**src/rtl/core/chunked_body_decoder_macros.svh**
```systemverilog
`ifndef CHUNKED_BODY_DECODER_MACROS_SVH
`define CHUNKED_BODY_DECODER_MACROS_SVH

// checks that hold once reset has been released
`define CBD_ASSERT(label, prop, msg) \
  label: assert property (@(posedge clk) disable iff (!rst_n) prop) else $error(msg);

// checks that hold through reset as well
`define CBD_ASSERT_ALWAYS(label, prop, msg) \
  label: assert property (@(posedge clk) prop) else $error(msg);

`endif

```
**src/rtl/core/cbd_pkg.sv**
```systemverilog
`timescale 1ns / 1ps
`default_nettype none

package cbd_pkg;

  localparam int SIZE_BITS_DEF = 32;
  localparam logic [15:0] MAX_LINE_RST = 16'd8192;

  localparam logic [7:0] CHR_CR   = 8'h0d;
  localparam logic [7:0] CHR_LF   = 8'h0a;
  localparam logic [7:0] CHR_SEMI = 8'h3b;

  typedef enum logic [1:0] {
    KIND_DATA = 2'd0,
    KIND_DONE = 2'd1,
    KIND_LONG = 2'd2,
    KIND_BAD  = 2'd3
  } kind_t;

  typedef struct packed {
    logic [7:0] in_byte;
    logic       restart;
  } item_t;

  typedef struct packed {
    logic [7:0]  out_byte;
    kind_t       kind;
    logic [31:0] consumed_count;
  } res_t;

endpackage

`default_nettype wire

```
**src/rtl/core/cbd_if.sv**
```systemverilog
`timescale 1ns / 1ps
`default_nettype none

interface cbd_in_if;
  logic       valid;
  logic       ready;
  logic [7:0] in_byte;
  logic       restart;

  modport source (output valid, output in_byte, output restart, input ready);
  modport sink (input valid, input in_byte, input restart, output ready);
endinterface

interface cbd_out_if;
  logic        valid;
  logic        ready;
  logic [7:0]  out_byte;
  logic [1:0]  kind;
  logic [31:0] consumed_count;

  modport source (output valid, output out_byte, output kind, output consumed_count,
                  input ready);
  modport sink (input valid, input out_byte, input kind, input consumed_count,
                output ready);
endinterface

interface cbd_cfg_if;
  logic        valid;
  logic        ready;
  logic [15:0] max_line_length;

  modport source (output valid, output max_line_length, input ready);
  modport sink (input valid, input max_line_length, output ready);
endinterface

`default_nettype wire

```
**src/rtl/core/cbd_parser.sv**
```systemverilog
`timescale 1ns / 1ps
`default_nettype none
`include "chunked_body_decoder_macros.svh"

module cbd_parser #(
  parameter int SIZE_BITS = cbd_pkg::SIZE_BITS_DEF
) (
  input  wire logic            clk,
  input  wire logic            rst_n,
  input  wire logic            item_valid,
  input  wire cbd_pkg::item_t  item,
  input  wire logic [15:0]     max_len,
  input  wire logic            out_ready,
  output logic                 take,
  output logic                 res_valid_r,
  output cbd_pkg::res_t        res_r
);

  typedef enum logic [2:0] {
    PH_DIGITS  = 3'd0,
    PH_EXT     = 3'd1,
    PH_SIZE_LF = 3'd2,
    PH_DATA    = 3'd3,
    PH_DATA_CR = 3'd4,
    PH_DATA_LF = 3'd5,
    PH_DONE    = 3'd6,
    PH_ERR     = 3'd7
  } phase_t;

  phase_t                 ph_r, ph_nxt;
  logic [SIZE_BITS-1:0]   chunk_r, chunk_nxt;
  logic [15:0]            len_r, len_nxt;
  logic                   hd_r, hd_nxt;
  logic [31:0]            cons_r, cons_nxt;

  logic                   cnt_inc;
  logic                   fail;
  cbd_pkg::kind_t         fail_kind;
  logic                   emit;
  cbd_pkg::kind_t         kind;
  logic [7:0]             obyte;
  logic                   bad;
  logic [4:0]             hex;
  logic                   out_free;
  logic [7:0]             c;

  // {valid, value}
  function automatic logic [4:0] hex_decode(input logic [7:0] ch);
    logic [4:0] r;
    r = 5'd0;
    if (ch >= 8'h30 && ch <= 8'h39) begin
      r = {1'b1, 4'(ch - 8'h30)};
    end else if (ch >= 8'h61 && ch <= 8'h66) begin
      r = {1'b1, 4'(ch - 8'h57)};
    end else if (ch >= 8'h41 && ch <= 8'h46) begin
      r = {1'b1, 4'(ch - 8'h37)};
    end
    return r;
  endfunction

  assign c        = item.in_byte;
  assign hex      = hex_decode(c);
  assign out_free = !res_valid_r || out_ready;
  assign take     = item_valid && (!emit || out_free);

  always_comb begin
    ph_nxt    = ph_r;
    chunk_nxt = chunk_r;
    len_nxt   = len_r;
    hd_nxt    = hd_r;
    cnt_inc   = 1'b0;
    fail      = 1'b0;
    fail_kind = cbd_pkg::KIND_BAD;
    emit      = 1'b0;
    kind      = cbd_pkg::KIND_DATA;
    obyte     = 8'd0;
    bad       = 1'b0;
    if (item.restart) begin
      ph_nxt    = PH_DIGITS;
      chunk_nxt = '0;
      len_nxt   = 16'd0;
      hd_nxt    = 1'b0;
    end else begin
      unique case (ph_r)
        PH_DIGITS, PH_EXT: begin
          if (c == cbd_pkg::CHR_CR) begin
            if (!hd_r) begin
              fail = 1'b1;
            end else begin
              cnt_inc = 1'b1;
              ph_nxt  = PH_SIZE_LF;
            end
          end else if (len_r >= max_len) begin
            fail      = 1'b1;
            fail_kind = cbd_pkg::KIND_LONG;
          end else begin
            if (ph_r == PH_DIGITS) begin
              if (c == cbd_pkg::CHR_SEMI) begin
                ph_nxt = PH_EXT;
              end else if (!hex[4] || (|chunk_r[SIZE_BITS-1:SIZE_BITS-4])) begin
                bad = 1'b1;
              end else begin
                chunk_nxt = {chunk_r[SIZE_BITS-5:0], hex[3:0]};
                hd_nxt    = 1'b1;
              end
            end
            if (bad) begin
              fail = 1'b1;
            end else begin
              len_nxt = len_r + 16'd1;
              cnt_inc = 1'b1;
            end
          end
        end
        PH_SIZE_LF: begin
          if (c != cbd_pkg::CHR_LF) begin
            fail = 1'b1;
          end else begin
            cnt_inc = 1'b1;
            len_nxt = 16'd0;
            hd_nxt  = 1'b0;
            if (chunk_r == '0) begin
              ph_nxt = PH_DONE;
              emit   = 1'b1;
              kind   = cbd_pkg::KIND_DONE;
            end else begin
              ph_nxt = PH_DATA;
            end
          end
        end
        PH_DATA: begin
          cnt_inc   = 1'b1;
          chunk_nxt = chunk_r - SIZE_BITS'(1);
          if (chunk_r == SIZE_BITS'(1)) begin
            ph_nxt = PH_DATA_CR;
          end
          emit  = 1'b1;
          obyte = c;
        end
        PH_DATA_CR: begin
          if (c != cbd_pkg::CHR_CR) begin
            fail = 1'b1;
          end else begin
            cnt_inc = 1'b1;
            ph_nxt  = PH_DATA_LF;
          end
        end
        PH_DATA_LF: begin
          if (c != cbd_pkg::CHR_LF) begin
            fail = 1'b1;
          end else begin
            cnt_inc   = 1'b1;
            ph_nxt    = PH_DIGITS;
            chunk_nxt = '0;
          end
        end
        PH_DONE, PH_ERR: begin
        end
        default: begin
        end
      endcase
      if (fail) begin
        ph_nxt = PH_ERR;
        emit   = 1'b1;
        kind   = fail_kind;
      end
    end
  end

  always_comb begin
    if (item.restart) begin
      cons_nxt = 32'd0;
    end else if (cnt_inc && (cons_r != 32'hffff_ffff)) begin
      cons_nxt = cons_r + 32'd1;
    end else begin
      cons_nxt = cons_r;
    end
  end

  always_ff @(posedge clk) begin
    if (!rst_n) begin
      ph_r        <= PH_DIGITS;
      chunk_r     <= '0;
      len_r       <= 16'd0;
      hd_r        <= 1'b0;
      cons_r      <= 32'd0;
      res_valid_r <= 1'b0;
    end else begin
      if (take) begin
        ph_r    <= ph_nxt;
        chunk_r <= chunk_nxt;
        len_r   <= len_nxt;
        hd_r    <= hd_nxt;
        cons_r  <= cons_nxt;
      end
      if (take && emit) begin
        res_valid_r <= 1'b1;
      end else if (out_ready) begin
        res_valid_r <= 1'b0;
      end
    end
  end

  always_ff @(posedge clk) begin
    if (take && emit) begin
      res_r.out_byte       <= obyte;
      res_r.kind           <= kind;
      res_r.consumed_count <= cons_nxt;
    end
  end

  `CBD_ASSERT(a_stall_holds_result, (res_valid_r && !out_ready) |=> res_valid_r, "result dropped under stall")
  `CBD_ASSERT(a_err_silent, (item_valid && !item.restart && ph_r == PH_ERR) |-> !emit, "result after error")
  `CBD_ASSERT(a_data_from_data_phase, (emit && kind == cbd_pkg::KIND_DATA) |-> (ph_r == PH_DATA), "payload outside data phase")
  `CBD_ASSERT(a_count_monotonic, (take && !item.restart) |=> (cons_r >= $past(cons_r)), "byte count went backwards")
  `CBD_ASSERT_ALWAYS(a_reset_clears, !rst_n |=> (!res_valid_r && cons_r == 32'd0), "reset did not clear state")

endmodule

`default_nettype wire

```
**src/rtl/core/chunked_body_decoder.sv**
```systemverilog
`timescale 1ns / 1ps
`default_nettype none

// HTTP chunked body decoder. Takes one raw body byte per transaction, parses each hex size
// line (extension after ';' skipped), passes exactly that many payload bytes out and strips
// the CR LF after them; a zero-size line ends the body with a completion result and later
// bytes are dropped. Oversize lines, bad hex, size overflow, an empty size or a missing CR
// or LF give one sticky error result until a restart transaction. Every result carries the
// saturating count of body bytes consumed. Throughput is one byte per clock unless a
// result stalls: a byte is held in the input register and parsed combinationally into the
// result register. While the result register is stalled, bytes that give no result keep
// flowing; the first byte that gives a result waits in the input register until the result
// is taken. max_line_length resets to 8192 and is written through cfg_if, always ready.
module chunked_body_decoder #(
  parameter int SIZE_BITS = cbd_pkg::SIZE_BITS_DEF
) (
  input  wire logic  clk,
  input  wire logic  rst_n,
  cbd_in_if.sink     in_if,
  cbd_out_if.source  out_if,
  cbd_cfg_if.sink    cfg_if
);

  logic            in_valid_r;
  cbd_pkg::item_t  item_r;
  logic [15:0]     max_len_r;
  logic            take;
  logic            res_valid_r;
  cbd_pkg::res_t   res_r;

  assign in_if.ready  = !in_valid_r || take;
  assign cfg_if.ready = 1'b1;

  always_ff @(posedge clk) begin
    if (!rst_n) begin
      in_valid_r <= 1'b0;
      max_len_r  <= cbd_pkg::MAX_LINE_RST;
    end else begin
      if (in_if.valid && in_if.ready) begin
        in_valid_r <= 1'b1;
      end else if (take) begin
        in_valid_r <= 1'b0;
      end
      if (cfg_if.valid) begin
        max_len_r <= cfg_if.max_line_length;
      end
    end
  end

  always_ff @(posedge clk) begin
    if (in_if.valid && in_if.ready) begin
      item_r.in_byte <= in_if.in_byte;
      item_r.restart <= in_if.restart;
    end
  end

  cbd_parser #(
    .SIZE_BITS (SIZE_BITS)
  ) u_parser (
    .clk         (clk),
    .rst_n       (rst_n),
    .item_valid  (in_valid_r),
    .item        (item_r),
    .max_len     (max_len_r),
    .out_ready   (out_if.ready),
    .take        (take),
    .res_valid_r (res_valid_r),
    .res_r       (res_r)
  );

  assign out_if.valid          = res_valid_r;
  assign out_if.out_byte       = res_r.out_byte;
  assign out_if.kind           = res_r.kind;
  assign out_if.consumed_count = res_r.consumed_count;

endmodule

`default_nettype wire

```
**src/flat_wrapper.sv**
```systemverilog
// flat-port wrapper written by rule: the top's interface ports become plain ports
module chunked_body_decoder_flat 
#(
  parameter int SIZE_BITS = cbd_pkg::SIZE_BITS_DEF
)
  (clk, rst_n, in_if_valid, in_if_in_byte, in_if_restart, in_if_ready, out_if_valid, out_if_out_byte, out_if_kind, out_if_consumed_count, out_if_ready, cfg_if_valid, cfg_if_max_line_length, cfg_if_ready);
  cbd_in_if in_if_i ();
  cbd_out_if out_if_i ();
  cbd_cfg_if cfg_if_i ();
  input  wire logic clk;
  input  wire logic rst_n;
  input wire logic [$bits(in_if_i.valid)-1:0] in_if_valid;
  input wire logic [$bits(in_if_i.in_byte)-1:0] in_if_in_byte;
  input wire logic [$bits(in_if_i.restart)-1:0] in_if_restart;
  output wire logic [$bits(in_if_i.ready)-1:0] in_if_ready;
  output wire logic [$bits(out_if_i.valid)-1:0] out_if_valid;
  output wire logic [$bits(out_if_i.out_byte)-1:0] out_if_out_byte;
  output wire logic [$bits(out_if_i.kind)-1:0] out_if_kind;
  output wire logic [$bits(out_if_i.consumed_count)-1:0] out_if_consumed_count;
  input wire logic [$bits(out_if_i.ready)-1:0] out_if_ready;
  input wire logic [$bits(cfg_if_i.valid)-1:0] cfg_if_valid;
  input wire logic [$bits(cfg_if_i.max_line_length)-1:0] cfg_if_max_line_length;
  output wire logic [$bits(cfg_if_i.ready)-1:0] cfg_if_ready;
  assign in_if_i.valid = in_if_valid;
  assign in_if_i.in_byte = in_if_in_byte;
  assign in_if_i.restart = in_if_restart;
  assign in_if_ready = in_if_i.ready;
  assign out_if_valid = out_if_i.valid;
  assign out_if_out_byte = out_if_i.out_byte;
  assign out_if_kind = out_if_i.kind;
  assign out_if_consumed_count = out_if_i.consumed_count;
  assign out_if_i.ready = out_if_ready;
  assign cfg_if_i.valid = cfg_if_valid;
  assign cfg_if_i.max_line_length = cfg_if_max_line_length;
  assign cfg_if_ready = cfg_if_i.ready;
  chunked_body_decoder #(.SIZE_BITS(SIZE_BITS)) u_core (.clk(clk), .rst_n(rst_n), .in_if(in_if_i), .out_if(out_if_i), .cfg_if(cfg_if_i));
endmodule
```
**config.mk**
```make
export PLATFORM = sky130hd
export DESIGN_NAME = chunked_body_decoder_flat
export DESIGN_NICKNAME = d
export VERILOG_FILES = /design/src/rtl/core/cbd_pkg.sv /design/src/rtl/core/cbd_if.sv /design/src/rtl/core/cbd_parser.sv /design/src/rtl/core/chunked_body_decoder.sv /design/src/flat_wrapper.sv
export VERILOG_INCLUDE_DIRS = /design/src /design/src/rtl/core
export SDC_FILE = /design/constraint.sdc
export NUM_CORES = 1
export LEC_CHECK = 0
export BUFFER_PORTS_ARGS = -buffer_cell sky130_fd_sc_hd__buf_2
export CORE_ASPECT_RATIO = 1.4
export CORE_MARGIN = 2
export CORE_UTILIZATION = 60
export DETAILED_ROUTE_END_ITERATION = 12
export PLACE_DENSITY = 0.77
export SYNTH_ARGS = -nofsm -noshare
export SYNTH_HDL_FRONTEND = slang
export SYNTH_SLANG_ARGS = --single-unit
```
**constraint.sdc**
```tcl
create_clock -name clk -period 5.8 [get_ports clk]
set_input_delay 0.58 -clock clk [delete_from_list [all_inputs] [get_ports clk]]
set_output_delay 0.58 -clock clk [all_outputs]
set_load 0.05 [all_outputs]
```
== Yosys cells after proc, flatten, opt, wreduce, memory -nomap -nowiden ==
Cells that the tools add are included.

* Bits in writable memories: 0
* Input port bits: 30
* Register bits after elaboration: 153
* Memory bits (read-only): 0
* Bits in latches: 0
* Memories kept: 0

* Equality and inequality tests: 27
* Bitwise gates (word level): 1
* Shift-type cells: 0
* Add/sub/neg operators: 6
* Multiplexer cells: 79
* Multiply operators: 0
* Magnitude comparators: 7
* Div/mod/pow operators: 0
* Reduce and logical (&&, ||, !) cells: 30

{| class="wikitable"
|+ Operators by type and width
! operator !! count
|-
| 2-to-1 mux 32 bit || 9
|-
| case mux 32 bit (3 select lines) || 1
|-
| 2-to-1 mux 16 bit || 5
|-
| 2-to-1 mux 1 bit || 42
|-
| 2-to-1 mux 3 bit || 12
|-
| adder 32 x 1 -> 32 bit, second input constant || 1
|-
| == test 32 x 1 -> 1 bit, second input constant || 1
|-
| logical NOT 32 bit || 1
|-
| != test 32 bit, second input constant || 1
|-
| case mux 16 bit (2 select lines) || 1
|-
| subtractor 32 x 1 -> 32 bit, second input constant || 1
|-
| != test 3 x 2 -> 1 bit, second input constant || 8
|-
| != test 5 x 4 -> 1 bit, second input constant || 4
|-
| adder 16 x 1 -> 16 bit, second input constant || 1
|-
| >= comparator 16 bit || 1
|-
| >= comparator 8 x 7 -> 1 bit, second input constant || 2
|-
| <= comparator 8 x 7 -> 1 bit, second input constant || 2
|-
| != test 4 x 3 -> 1 bit, second input constant || 4
|-
| != test 8 x 4 -> 1 bit, second input constant || 2
|-
| AND reduction 8 bit || 2
|-
| 2-to-1 mux 5 bit || 3
|-
| case mux 3 bit (5 select lines) || 1
|-
| AND reduction 10 bit || 1
|-
| == test 8 x 4 -> 1 bit, second input constant || 1
|-
| 24 further kinds || 43
|}

== Logic depth before layout (Yosys ltp) ==
Gate-level depths: netlist of run 1.

* Word-level depth: 27
* Gate-level depth with buffers: 12

== Cells and area by module ==
Synthesis of run 1 repeated with hierarchy kept, for this count alone.

* Cells, all modules: 984
* Area total of the unflattened synthesis: 8,725.9 µm²

{| class="wikitable"
|+ Modules (own cells, without submodules)
! module !! cells each !! seq. area each (µm²) !! times used !! area an instance (µm²)
|-
| cbd_parser || 917 || 2,962.8 || 1 || 7,787.5
|-
| chunked_body_decoder || 67 || 610.6 || 1 || 938.4
|}

== Worst setup path after synthesis of run 1 ==
Ideal clock, no wire load.

* Kind: register to register
* Start point: register u_core.item_r[1] (netlist name)
* End point: register, netlist name u_core.u_parser.res_r[0]
* Data arrival time: 4,650 ps
* Library setup time: 469 ps
* Setup slack: 682 ps
* Data required time: 5,331 ps
* Cell stages (with the launch flop): 10
* Path through: edfxtp_1 > inv_1 > ha_1 > or3b_2 > nand4_1 > o2bb2ai_1 > a211oi_2 > o31a_1 > nor2_1 > a31oi_1

* Longest elaborated chain between the ends: 25

{| class="wikitable"
|+ Ends and longest elaborated chain
! what !! line !! text
|-
| from (decl) || chunked_body_decoder.sv:25 || <nowiki>cbd_pkg::item_t item_r;</nowiki>
|-
| >= comparator 8 x 7 -> 1 bit / <= comparator 8 x 7 -> 1 bit (equally long branches) || cbd_parser.sv:55 || <nowiki>end else if (ch >= 8'h41 && ch <= 8'h46) begin</nowiki>
|-
| logical AND 1 bit || cbd_parser.sv:55 ||
|-
| 2-to-1 mux 5 bit || cbd_parser.sv:55 ||
|-
| 2-to-1 mux 5 bit || cbd_parser.sv:53 || <nowiki>end else if (ch >= 8'h61 && ch <= 8'h66) begin</nowiki>
|-
| 2-to-1 mux 5 bit || cbd_parser.sv:51 || <nowiki>if (ch >= 8'h30 && ch <= 8'h39) begin</nowiki>
|-
| logical NOT 1 bit || cbd_parser.sv:100 || <nowiki>end else if (!hex[4] || (|chunk_r[SIZE_BITS-1:SIZE_BITS-4])) begin</nowiki>
|-
| logical OR 1 bit || cbd_parser.sv:100 ||
|-
| 2-to-1 mux 1 bit || cbd_parser.sv:100 ||
|-
| [... 9 more ...] || - ||
|-
| case mux 1 bit (3 select lines) || cbd_parser.sv:84 || <nowiki>unique case (ph_r)</nowiki>
|-
| 2-to-1 mux 1 bit || cbd_parser.sv:78 || <nowiki>if (item.restart) begin</nowiki>
|-
| 2-to-1 mux 1 bit (*) || cbd_parser.sv:162 || <nowiki>if (fail) begin</nowiki>
|-
| 2-to-1 mux 1 bit (*) || cbd_parser.sv:78 ||
|-
| logical NOT 1 bit || cbd_parser.sv:64 || <nowiki>assign take = item_valid && (!emit || out_free);</nowiki>
|-
| logical OR 1 bit || cbd_parser.sv:64 ||
|-
| logical AND 1 bit || cbd_parser.sv:64 ||
|-
| logical AND 1 bit (*) || cbd_parser.sv:205 || <nowiki>if (take && emit) begin</nowiki>
|}

Every way passes the cells marked *; elsewhere a longest branch is shown, timed or not. The select of a mux whose other input is x is not followed.
A chain may end at the register's enable or synchronous reset.

== Worst setup path after layout of run 1 ==
* Start point: register u_core.item_r[1] (netlist name)
* End point: output in_if_ready

* Longest elaborated chain between the ends: 25

{| class="wikitable"
|+ Ends and longest elaborated chain
! what !! line !! text
|-
| >= comparator 8 x 7 -> 1 bit / <= comparator 8 x 7 -> 1 bit (equally long branches) || cbd_parser.sv:55 ||
|-
| logical AND 1 bit || cbd_parser.sv:55 ||
|-
| 2-to-1 mux 5 bit || cbd_parser.sv:55 ||
|-
| 2-to-1 mux 5 bit || cbd_parser.sv:53 ||
|-
| 2-to-1 mux 5 bit || cbd_parser.sv:51 ||
|-
| logical NOT 1 bit || cbd_parser.sv:100 ||
|-
| logical OR 1 bit || cbd_parser.sv:100 ||
|-
| 2-to-1 mux 1 bit || cbd_parser.sv:100 ||
|-
| [... 9 more ...] || - ||
|-
| case mux 1 bit (3 select lines) || cbd_parser.sv:84 ||
|-
| 2-to-1 mux 1 bit || cbd_parser.sv:78 ||
|-
| 2-to-1 mux 1 bit (*) || cbd_parser.sv:162 ||
|-
| 2-to-1 mux 1 bit (*) || cbd_parser.sv:78 ||
|-
| logical NOT 1 bit (*) || cbd_parser.sv:64 ||
|-
| logical OR 1 bit (*) || cbd_parser.sv:64 ||
|-
| logical AND 1 bit (*) || cbd_parser.sv:64 ||
|-
| logical OR 1 bit (*) || chunked_body_decoder.sv:31 || <nowiki>assign in_if.ready = !in_valid_r || take;</nowiki>
|-
| to (decl) || flat_wrapper.sv:15 || <nowiki>output wire logic [$bits(in_if_i.ready)-1:0] in_if_ready;</nowiki>
|}

Marked as above.

==> flow_summary.yaml, run 1 <==
outcome:
  status: "completed"
yosys:
  syn_nets: 1079
  synth_seq_cells: 153
  synth-edff-count: 51
  syn_area_per_cell_um2: 8.49
  synthFlopType: "dfxtp_1"
  syn_area_um2: 8710
  synthAdderAreaFrac_pct: 3.45
  synth_top_family_by_area: "simple AND/OR/NAND/NOR gates"
  synth_cell_types: 71
  synthSimpleGateAreaFrac_pct: 24.9
  synth-xor-area-share_pct: 4.12
  synthCells: 1025
  synth_compound_area_share_pct: 19.3
  ys_seq_area_share_pct: 41.0
  synthArstFlopShare_pct: 0
  synth_mux_area_share_pct: 2.20
  yosysWarnings: 0
floorplanning:
  die_w_um: 106
  start_util_pct: 60.8
  dieArea_um2: 15500
  die_h_um: 147
  row_count: 52
  io_pins: 75
  core_um2: 14300
critical_path:
  reg2reg_to: "u_core.u_parser.cons_r[24]"
  setup.worst_path.end_class: "primary output"
  arrival_ns: 3.64
  crit_chain: "inv_1 > ha_1 > or3b_2 > nand4_1 > o2bb2ai_1 > a211oi_2 > o31a_1 > or2_2 > o2111ai_1 > buf_2"
  reg2reg_from: "u_core.item_r[1]"
  path_class: "reg -> out"
  ff2ff_setup_slack_ns: 1.72
  start_kind: "flop"
  required_ns: 5.22
  ff2ff_path_depth: 10
  crit_fanout: 9
  crit_slowest_cell: "a211oi_2"
  cpPeakStageDelay_ns: 0.72
detailed_routing:
  drc_errors: 0
  vias: 7878
  first_pass_iters: 5
  wl_per_cell_um: 16.4
  drt_wl_total_um: 20700
  avgViaCountPerCell: 6.25
  drt-initial-drc-count: 530
  antenna_left: 0
layout:
  fillers: 1252
  n_antenna_cell: 0
  drive_above_1_share_pct: 12.7
  nets: 1113
  area_growth_pct: 11.1
  final_area_um2: 9670
placed_design:
  dpl_cell_area_um2: 9140
  gp_congestion: 0.882
  numPortBuffers: 73
  hpwl_um: 13800
power_and_ir_drop:
  vdd_drop_max_uv: 214
  cellPowerDensity_nw_per_um2: 347
  power.leakage_nw: 3.52
sta:
  fmax_mhz: 237
  setup_violations: 0
  skew_ns: 0.0148
  fin_crit_ns: 4.22
  slew_headroom_pct: 18.6
  totalNegativeSetupSlack_ns: 0
  hold_viol: 0
  timing.final.crit_share_pct: 72.8
  tightest_slew_ns: 1.22
  grt_setup_unrepaired: "no"
  slew_violations: 0
clock_tree:
  cts_made_buffers: 17
  path_clk_slew_ns: 0.06
  clock-sinks: 153
  ctsRootBufferMaster: "clkbuf_16"
  max-clock-path-buffers: 2
  clk_latency_ns: 0.43
  post-cts-setup-buffers: 0
  ctsHoldBuffers: 0
  cts_tree: "built"
  cts_resized: 0
  htree_num_levels: 4
global_route:
  busiest_layer: "met2"
  antenna_found_initial: 0
  met2_usage_pct: 48.0
  met3_usage_pct: 4.91
  grt_pass1_vias: 7427
  met1_usage_pct: 33.0
  grt_use_total_pct: 27.6
  gr-total-overflow: 0
  grt_pass1_wl_um: 34900
  grt_max_degree: 67
hold_path:
  whs_path_depth: 1
  holdPathEnd: "u_core.item_r[7]"
  hp-class: "in -> reg"
  worstHoldStart: "in_if_in_byte[6]"
flow_run:
  maxCapViolCount: 0
## where the power goes
part,switching (W),total (W),internal (W)
sequential,0.0000816,0.00129,0.00121
combinational,0.000752,0.00106,0.000305
clock,0.000427,0.00101,0.000584
total,0.00126,0.00336,0.00210
## Yosys cell counts (all sizes together) (11+ instances only)
| cell | count | area share (%) |
|---|---|---|
| and2 | 12 | 0.86 |
| nor3 | 30 | 1.8 |
| buf | 23 | 1.3 |
| o211ai | 20 | 1.7 |
| nand2 | 77 | 3.3 |
| o31ai | 16 | 1.6 |
| nand4 | 21 | 1.5 |
| dfxtp | 102 | 23 |
| mux2i | 18 | 2.1 |
| a211oi | 11 | 1.1 |
| inv | 39 | 1.7 |
| o21ai | 50 | 3.0 |
| or4 | 12 | 1.0 |
| nor2 | 114 | 4.9 |
| and3 | 17 | 1.2 |
| a31oi | 30 | 2.2 |
| ha | 24 | 3.4 |
| or3 | 45 | 3.2 |
| clkbuf | 46 | 2.0 |
| edfxtp | 51 | 18 |
| xor2 | 34 | 3.4 |
| a221oi | 12 | 1.2 |
| nor4 | 16 | 1.3 |
| a21oi | 71 | 4.1 |
| nand3 | 48 | 2.8 |
## how the worst max path moves through the flow
stage	start	to	cells after the start	slack, ns
floorplan	u_core.item_r[1]	u_core.u_parser.res_r[0]	9	0.68
global placement	u_core.item_r[1]	u_core.u_parser.res_r[24]	10	1.92
detailed placement	u_core.item_r[1]	u_core.u_parser.cons_r[24]	10	1.78
CTS	u_core.item_r[1]	in_if_ready	10	1.53
global route	u_core.item_r[1]	in_if_ready	10	1.31
finish	u_core.item_r[1]	in_if_ready	10	1.58
## layout by cell type (no fill, tap or decap), types with 12 or more instances in the layout
cell       Yosys  layout
a21oi_1       71      71
a31oi_1       30      29
xor2_1        34      34
clkbuf_16      0      17
nor3_1        29      29
dfxtp_1      102     102
or4_1         12      12
and3_1        17      17
nand4_1       21      21
buf_2         15      73
inv_1         38      38
a221oi_1      12      12
edfxtp_1      51      51
or3_1         45      45
o21ai_0       46      46
nor4_1        15      15
o31ai_1       14      14
o211ai_1      20      20
and2_1        12      12
nand2_1       77      77
nor2_1       113     112
nand3_1       48      48
mux2i_1       18      18
ha_1          24      24
## critical path: cells and delay by family, from the launching register on
kind,cells,cell delay [ns]
buffers and inverters,2,0.45
flip-flops,1,0.48
adder cells (fa/ha/maj),1,0.18
AND/OR/NAND/NOR,3,0.73
AO/OA/AOI/OAI,4,1.38
## per-stage QoR
step,util [%],total power (W),std cells,setup slack [ns],hold WS [ns]
floorplan,-,0.00213,1025,0.682,0.442
global placement,63.8,0.00235,1229,1.92,0.472
detailed placement,63.8,0.00236,1229,1.78,0.477
CTS,67.6,0.00337,1261,1.53,0.311
global route,67.6,0.00354,1261,1.31,0.311
finish,67.6,0.00336,1261,1.58,0.327
## sequential cells by signal, summed over array words and instances, names as in the netlist
signal,flops
u_core.u_parser.hd_r,1
u_core.u_parser.len_r,16
u_core.max_len_r,16
u_core.u_parser.res_r,42
u_core.u_parser.ph_r,3
u_core.u_parser.chunk_r,32
u_core.in_valid_r,1
u_core.u_parser.cons_r,32
u_core.item_r,9
u_core.u_parser.res_valid_r,1
## layout make-up
class	instances	area (µm²)	share of cell area [%]
clock inverter	13	106	1.10
inverter	39	146	1.51
multi-input combinational	764	4730	48.9
tap	189	236	2.44
timing repair buffer	84	448	4.63
clock buffer	19	433	4.47
sequential	153	3570	36.9
## kinds of logic after synthesis
| logic type | after synthesis |
|---|---|
| fa+ha+maj | 24 |
| xor+xnor | 41 |
| simple gates | 424 |
| buf+inv | 108 |
| other cells | 1 |
| mux | 19 |
| compound gates | 255 |
| flops | 153 |
## per-layer routing
metal / vias up / wire [µm]
li1: 3851 / -
met1: 3709 / 8490
met2: 263 / 10700
met3: 55 / 943
met4: 0 / 616
met5: - / 0
Power figures use the tool's default switching activity.
==> run 2: changes to the inputs <==
==> constraint.sdc (replaced) <==
create_clock -name clk -period 4.01 [get_ports clk]
set_input_delay 0.401 -clock clk [delete_from_list [all_inputs] [get_ports clk]]
set_output_delay 0.401 -clock clk [all_outputs]
set_load 0.05 [all_outputs]
==> run 2 against run 1 <==
  * Clock skew fell by 0.0055 ns
  * Wire length rose by 2.4%
  * Die area did not move
  * Sequential share of layout area fell by 0.84 points
  * Largest cell class unchanged
  * Count of clock-buffer cells in the layout did not move
  * Critical path depth did not move
  * Combinational power rose by 53%
  * Global-route usage fell by 0.051 points
  * Sequential cell count did not move
  * Sequential power rose by 43%
==> flow_summary.yaml, run 2 (synthesis gave the netlist of run 1 again) <==
outcome:
  status: "completed"
detailed_routing:
  drt-initial-drc-count: 537
  wl_per_cell_um: 16.6
  avgViaCountPerCell: 6.24
  drc_errors: 0
  vias: 7957
  first_pass_iters: 8
  drt_wl_total_um: 21200
  antenna_left: 0
global_route:
  grt_pass1_wl_um: 35000
  grt_pass1_vias: 7577
  grt_max_degree: 46
  antenna_found_initial: 0
  gr-total-overflow: 0
  grt_use_total_pct: 27.6
clock_tree:
  htree_num_levels: 4
  cts_resized: 0
  ctsHoldBuffers: 0
  max-clock-path-buffers: 2
  clk_latency_ns: 0.43
  post-cts-setup-buffers: 0
  cts_made_buffers: 17
  clock-sinks: 153
  path_clk_slew_ns: 0.07
  cts_tree: "built"
  ctsRootBufferMaster: "clkbuf_16"
floorplanning:
  row_count: 52
  io_pins: 75
  start_util_pct: 60.8
  core_um2: 14300
  die_w_um: 106
  dieArea_um2: 15500
  die_h_um: 147
critical_path:
  start_kind: "flop"
  crit_fanout: 9
  path_class: "reg -> out"
  setup.worst_path.end_class: "primary output"
  required_ns: 3.61
  arrival_ns: 3.39
placed_design:
  hpwl_um: 14100
  dpl_cell_area_um2: 9270
  post-place-ws_ns: 0.426
  numPortBuffers: 73
  gp_congestion: 0.868
sta:
  grt_setup_unrepaired: "no"
  fin_crit_ns: 3.79
  slew_headroom_pct: 46.1
  slew_violations: 0
  setup_ws_ns: 0.222
  totalNegativeSetupSlack_ns: 0
  skew_ns: 0.00928
  setup_violations: 0
  fmax_mhz: 264
  timing.final.crit_share_pct: 94.5
  tightest_slew_ns: 0.807
  hold_viol: 0
power_and_ir_drop:
  vdd_drop_max_uv: 334
  cellPowerDensity_nw_per_um2: 518
  power.leakage_nw: 3.64
  p_total_w: 0.00513
layout:
  regMostFlops: "u_core.u_parser.res_r"
  drive_above_1_share_pct: 14.4
  nets: 1128
  n_antenna_cell: 0
  top_regs: "u_core.u_parser.res_r: 42 flops, u_core.u_parser.chunk_r: 32 flops, u_core.u_parser.cons_r: 32 flops"
  final_area_um2: 9900
  largest_reg_flops: 42
  area_growth_pct: 13.7
  final_common_cell: "nor2_1"
  final_cell_mix: "nor2_1, dfxtp_1, nand2_1, buf_2, a21oi_1"
hold_path:
  hp-class: "in -> reg"
flow_run:
  maxCapViolCount: 0
-- run 2: area by class of cell --
cell class	instances	area (µm²)
flip-flops and latches	153	3570
clock inverters	13	155
well taps	189	236
repair buffers	99	586
inverters	39	148
fillers	1216	4410
clock buffers	19	454
multi-input cells	764	4750
-- run 2: path summary, 6_finish.rpt --
path                   startpoint                   end  slack, ns  cells after the start
min reg2reg  u_core.max_len_r[13]  u_core.max_len_r[13]       0.48                      2
max              u_core.item_r[1]           in_if_ready       0.22                     10
max reg2reg      u_core.item_r[1]      u_core.item_r[6]       0.55                     10
min              in_if_in_byte[4]      u_core.item_r[5]       0.15                      1
-- run 2: critical path, stage by stage (launching register included) --
cell and delay [ns]:
edfxtp_1 0.46, inv_1 0.12, ha_1 0.22, or3b_2 0.19, nand4_1 0.13, o2bb2ai_2 0.32, a211oi_4 0.18, o31a_1 0.36
or2_2 0.34, o2111ai_1 0.29, buf_2 0.34
-- run 2: per-layer routing --
layer,global-route usage (%),vias up,part of all wire [%]
li1,-,3880,-
met1,31.4,3763,40
met2,49.1,248,52
met3,4.38,66,4.5
met4,14.4,0,3.3
met5,0,-,0
-- run 2: report_power, final --
| part | internal, W | switching [W] | leakage [nW] |
|---|---|---|---|
| logic | 0.000502 | 0.00112 | 2.03 |
| clock network | 0.000971 | 0.000690 | 0.289 |
| registers | 0.00175 | 0.000103 | 1.31 |
| total | 0.00322 | 0.00191 | 3.64 |
-- run 2: through the flow --
stage / util, % / hold slack, ns / instances
6_report: 69.2 / 0.146 / 1276
5_1_grt: 69.2 / 0.132 / 1276
4_1_cts: 69.0 / 0.140 / 1276
3_5_place_dp: 64.8 / 0.482 / 1244
3_3_place_gp: 64.8 / 0.473 / 1244
2_1_floorplan: - / 0.442 / 1025
==> run 3: changes to the inputs <==
==> constraint.sdc (replaced) <==
create_clock -name clk -period 4.01 [get_ports clk]
set_input_delay 0.2005 -clock clk [delete_from_list [all_inputs] [get_ports clk]]
set_output_delay 0.2005 -clock clk [all_outputs]
set_load 0.05 [all_outputs]
==> run 3 against run 2 <==
  * Non-clock buffer count grew 22
  * Power shrank 2.7%
  * Count of clock-buffer cells in the layout grew 4
  * Via count grew 1.9%
==> flow_summary.yaml, run 3 (synthesis gave the netlist of run 1 again) <==
outcome:
  status: "completed"
layout:
  fillers: 1161
  largest_reg_flops: 42
  utilization_pct: 70.3
  final_area_um2: 10100
  final_common_cell: "nor2_1"
  area_growth_pct: 15.6
  drive_above_1_share_pct: 13.8
  nets: 1150
  top_regs: "u_core.u_parser.res_r: 42 flops, u_core.u_parser.chunk_r: 32 flops, u_core.u_parser.cons_r: 32 flops"
  final_cell_mix: "nor2_1, dfxtp_1, nand2_1, buf_2, a21oi_1"
  regMostFlops: "u_core.u_parser.res_r"
sta:
  timing.final.crit_share_pct: 95.2
  setup_ws_ns: 0.194
  slew_violations: 0
  setup_violations: 0
  slew_headroom_pct: 36.7
  fin_crit_ns: 3.82
  skew_ns: 0.00778
  tightest_slew_ns: 0.943
  hold_viol: 0
  totalNegativeSetupSlack_ns: 0
  fmax_mhz: 262
  grt_setup_unrepaired: "no"
placed_design:
  gp_congestion: 0.892
  numPortBuffers: 73
  hpwl_um: 14400
  dpl_cell_area_um2: 9310
  post-place-ws_ns: 0.446
global_route:
  grt_pass1_wl_um: 36200
  grt_pass1_vias: 7714
  grt_max_degree: 44
  grt_use_total_pct: 28.8
  met3_usage_pct: 5.49
  gr-total-overflow: 0
  busiest_layer: "met2"
  antenna_found_initial: 1
  met1_usage_pct: 33.5
  met2_usage_pct: 49.8
critical_path:
  crit_fanout: 9
  required_ns: 3.81
  cpPeakStageDelay_ns: 0.75
  arrival_ns: 3.62
  reg2reg_from: "u_core.item_r[1]"
  ff2ff_path_depth: 11
  ff2ff_setup_slack_ns: 0.36
  setup.worst_path.end_class: "primary output"
  crit_slowest_cell: "a211oi_2"
  path_class: "reg -> out"
  reg2reg_to: "u_core.u_parser.chunk_r[22]"
  start_kind: "flop"
  cpLargestDelayFamily: "compound AO/OA/AOI/OAI gates"
  crit_chain: "inv_1 > ha_1 > or3b_2 > nand4_1 > o2bb2ai_1 > a211oi_2 > o31a_1 > or2_2 > o2111ai_1 > buf_2"
  path_buf_inv: 2
power_and_ir_drop:
  pwr-share-comb_pct: 33.1
  intPower_w: 0.00312
  pwr-share-clk_pct: 29.8
  cellPowerDensity_nw_per_um2: 496
  p_sw_share_pct: 37.5
  netSwitchingPower_w: 0.00187
  power.leakage_nw: 3.70
  vdd_drop_max_uv: 343
  sequentialPowerShare_pct: 37.1
clock_tree:
  cts_tree: "built"
  clk_latency_ns: 0.44
  cts_resized: 0
  max-clock-path-buffers: 2
  htree_num_levels: 4
  ctsRootBufferMaster: "clkbuf_16"
  post-cts-setup-buffers: 0
  clock-sinks: 153
  ctsHoldBuffers: 20
  path_clk_slew_ns: 0.06
  cts_made_buffers: 17
detailed_routing:
  drc_errors: 0
  drt-initial-drc-count: 459
  vias: 8111
  antenna_left: 0
  avgViaCountPerCell: 6.24
  drt_wl_total_um: 21700
  wl_per_cell_um: 16.7
  first_pass_iters: 5
floorplanning:
  row_count: 52
  core_um2: 14300
  die_w_um: 106
  die_h_um: 147
  io_pins: 75
  dieArea_um2: 15500
  start_util_pct: 60.8
hold_path:
  holdPathEnd: "u_core.max_len_r[6]"
  hp-class: "in -> reg"
  worstHoldStart: "cfg_if_max_line_length[6]"
  whs_path_depth: 3
flow_run:
  maxCapViolCount: 0
run 3: worst min-delay path, cell delays in order:
cell and delay (ns):
buf_2 0.08, mux2i_1 0.06, nor2_1 0.07
run 3: area by class of cell:
class | instances | area (µm²) | share of cell area, %
repair buffers | 121 | 826 | 8.21
clock buffers | 23 | 479 | 4.76
inverters | 39 | 148 | 1.47
flip-flops and latches | 153 | 3570 | 35.5
well taps | 189 | 236 | 2.35
clock inverters | 9 | 67.6 | 0.671
diodes | 1 | 2.50 | 0.0249
multi-input cells | 764 | 4730 | 47.0
run 3: per-stage QoR:
stage	power [W]	hold slack (ns)	std cells
floorplan	0.00308	0.299	1025
global placement	0.00347	0.378	1246
detailed placement	0.00349	0.379	1246
CTS	0.00499	0.00101	1298
global route	0.00524	0.00274	1299
finish	0.00499	0.00559	1299
run 3: power groups by stage:
stage,combinational (W),sequential [W],clock (W)
floorplan,0.00102,0.00206,0
global route,0.00181,0.00186,0.00157
finish,0.00165,0.00185,0.00149
CTS,0.00164,0.00185,0.00151
global placement,0.00159,0.00188,0
detailed placement,0.00161,0.00188,0
run 3: routing by layer:
metal / up-vias / wire length (µm) / share of wire (%)
met5: - / 0 / 0
met4: 0 / 820 / 3.8
met3: 62 / 1040 / 4.8
met2: 275 / 11100 / 51
met1: 3842 / 8760 / 40
li1: 3932 / - / -
run 3: worst max path at each step:
stage | to | startpoint | slack (ns) | cells past startpoint
after floorplan | u_core.item_r[0] | u_core.item_r[1] | 0.22 | 10
after global placement | u_core.u_parser.chunk_r[21] | u_core.item_r[1] | 0.57 | 11
after detailed placement | u_core.item_r[7] | u_core.u_parser.len_r[13] | 0.45 | 9
after CTS | in_if_ready | u_core.item_r[1] | 0.21 | 10
after global routing | in_if_ready | u_core.u_parser.len_r[13] | 0.06 | 9
final | in_if_ready | u_core.item_r[1] | 0.19 | 10
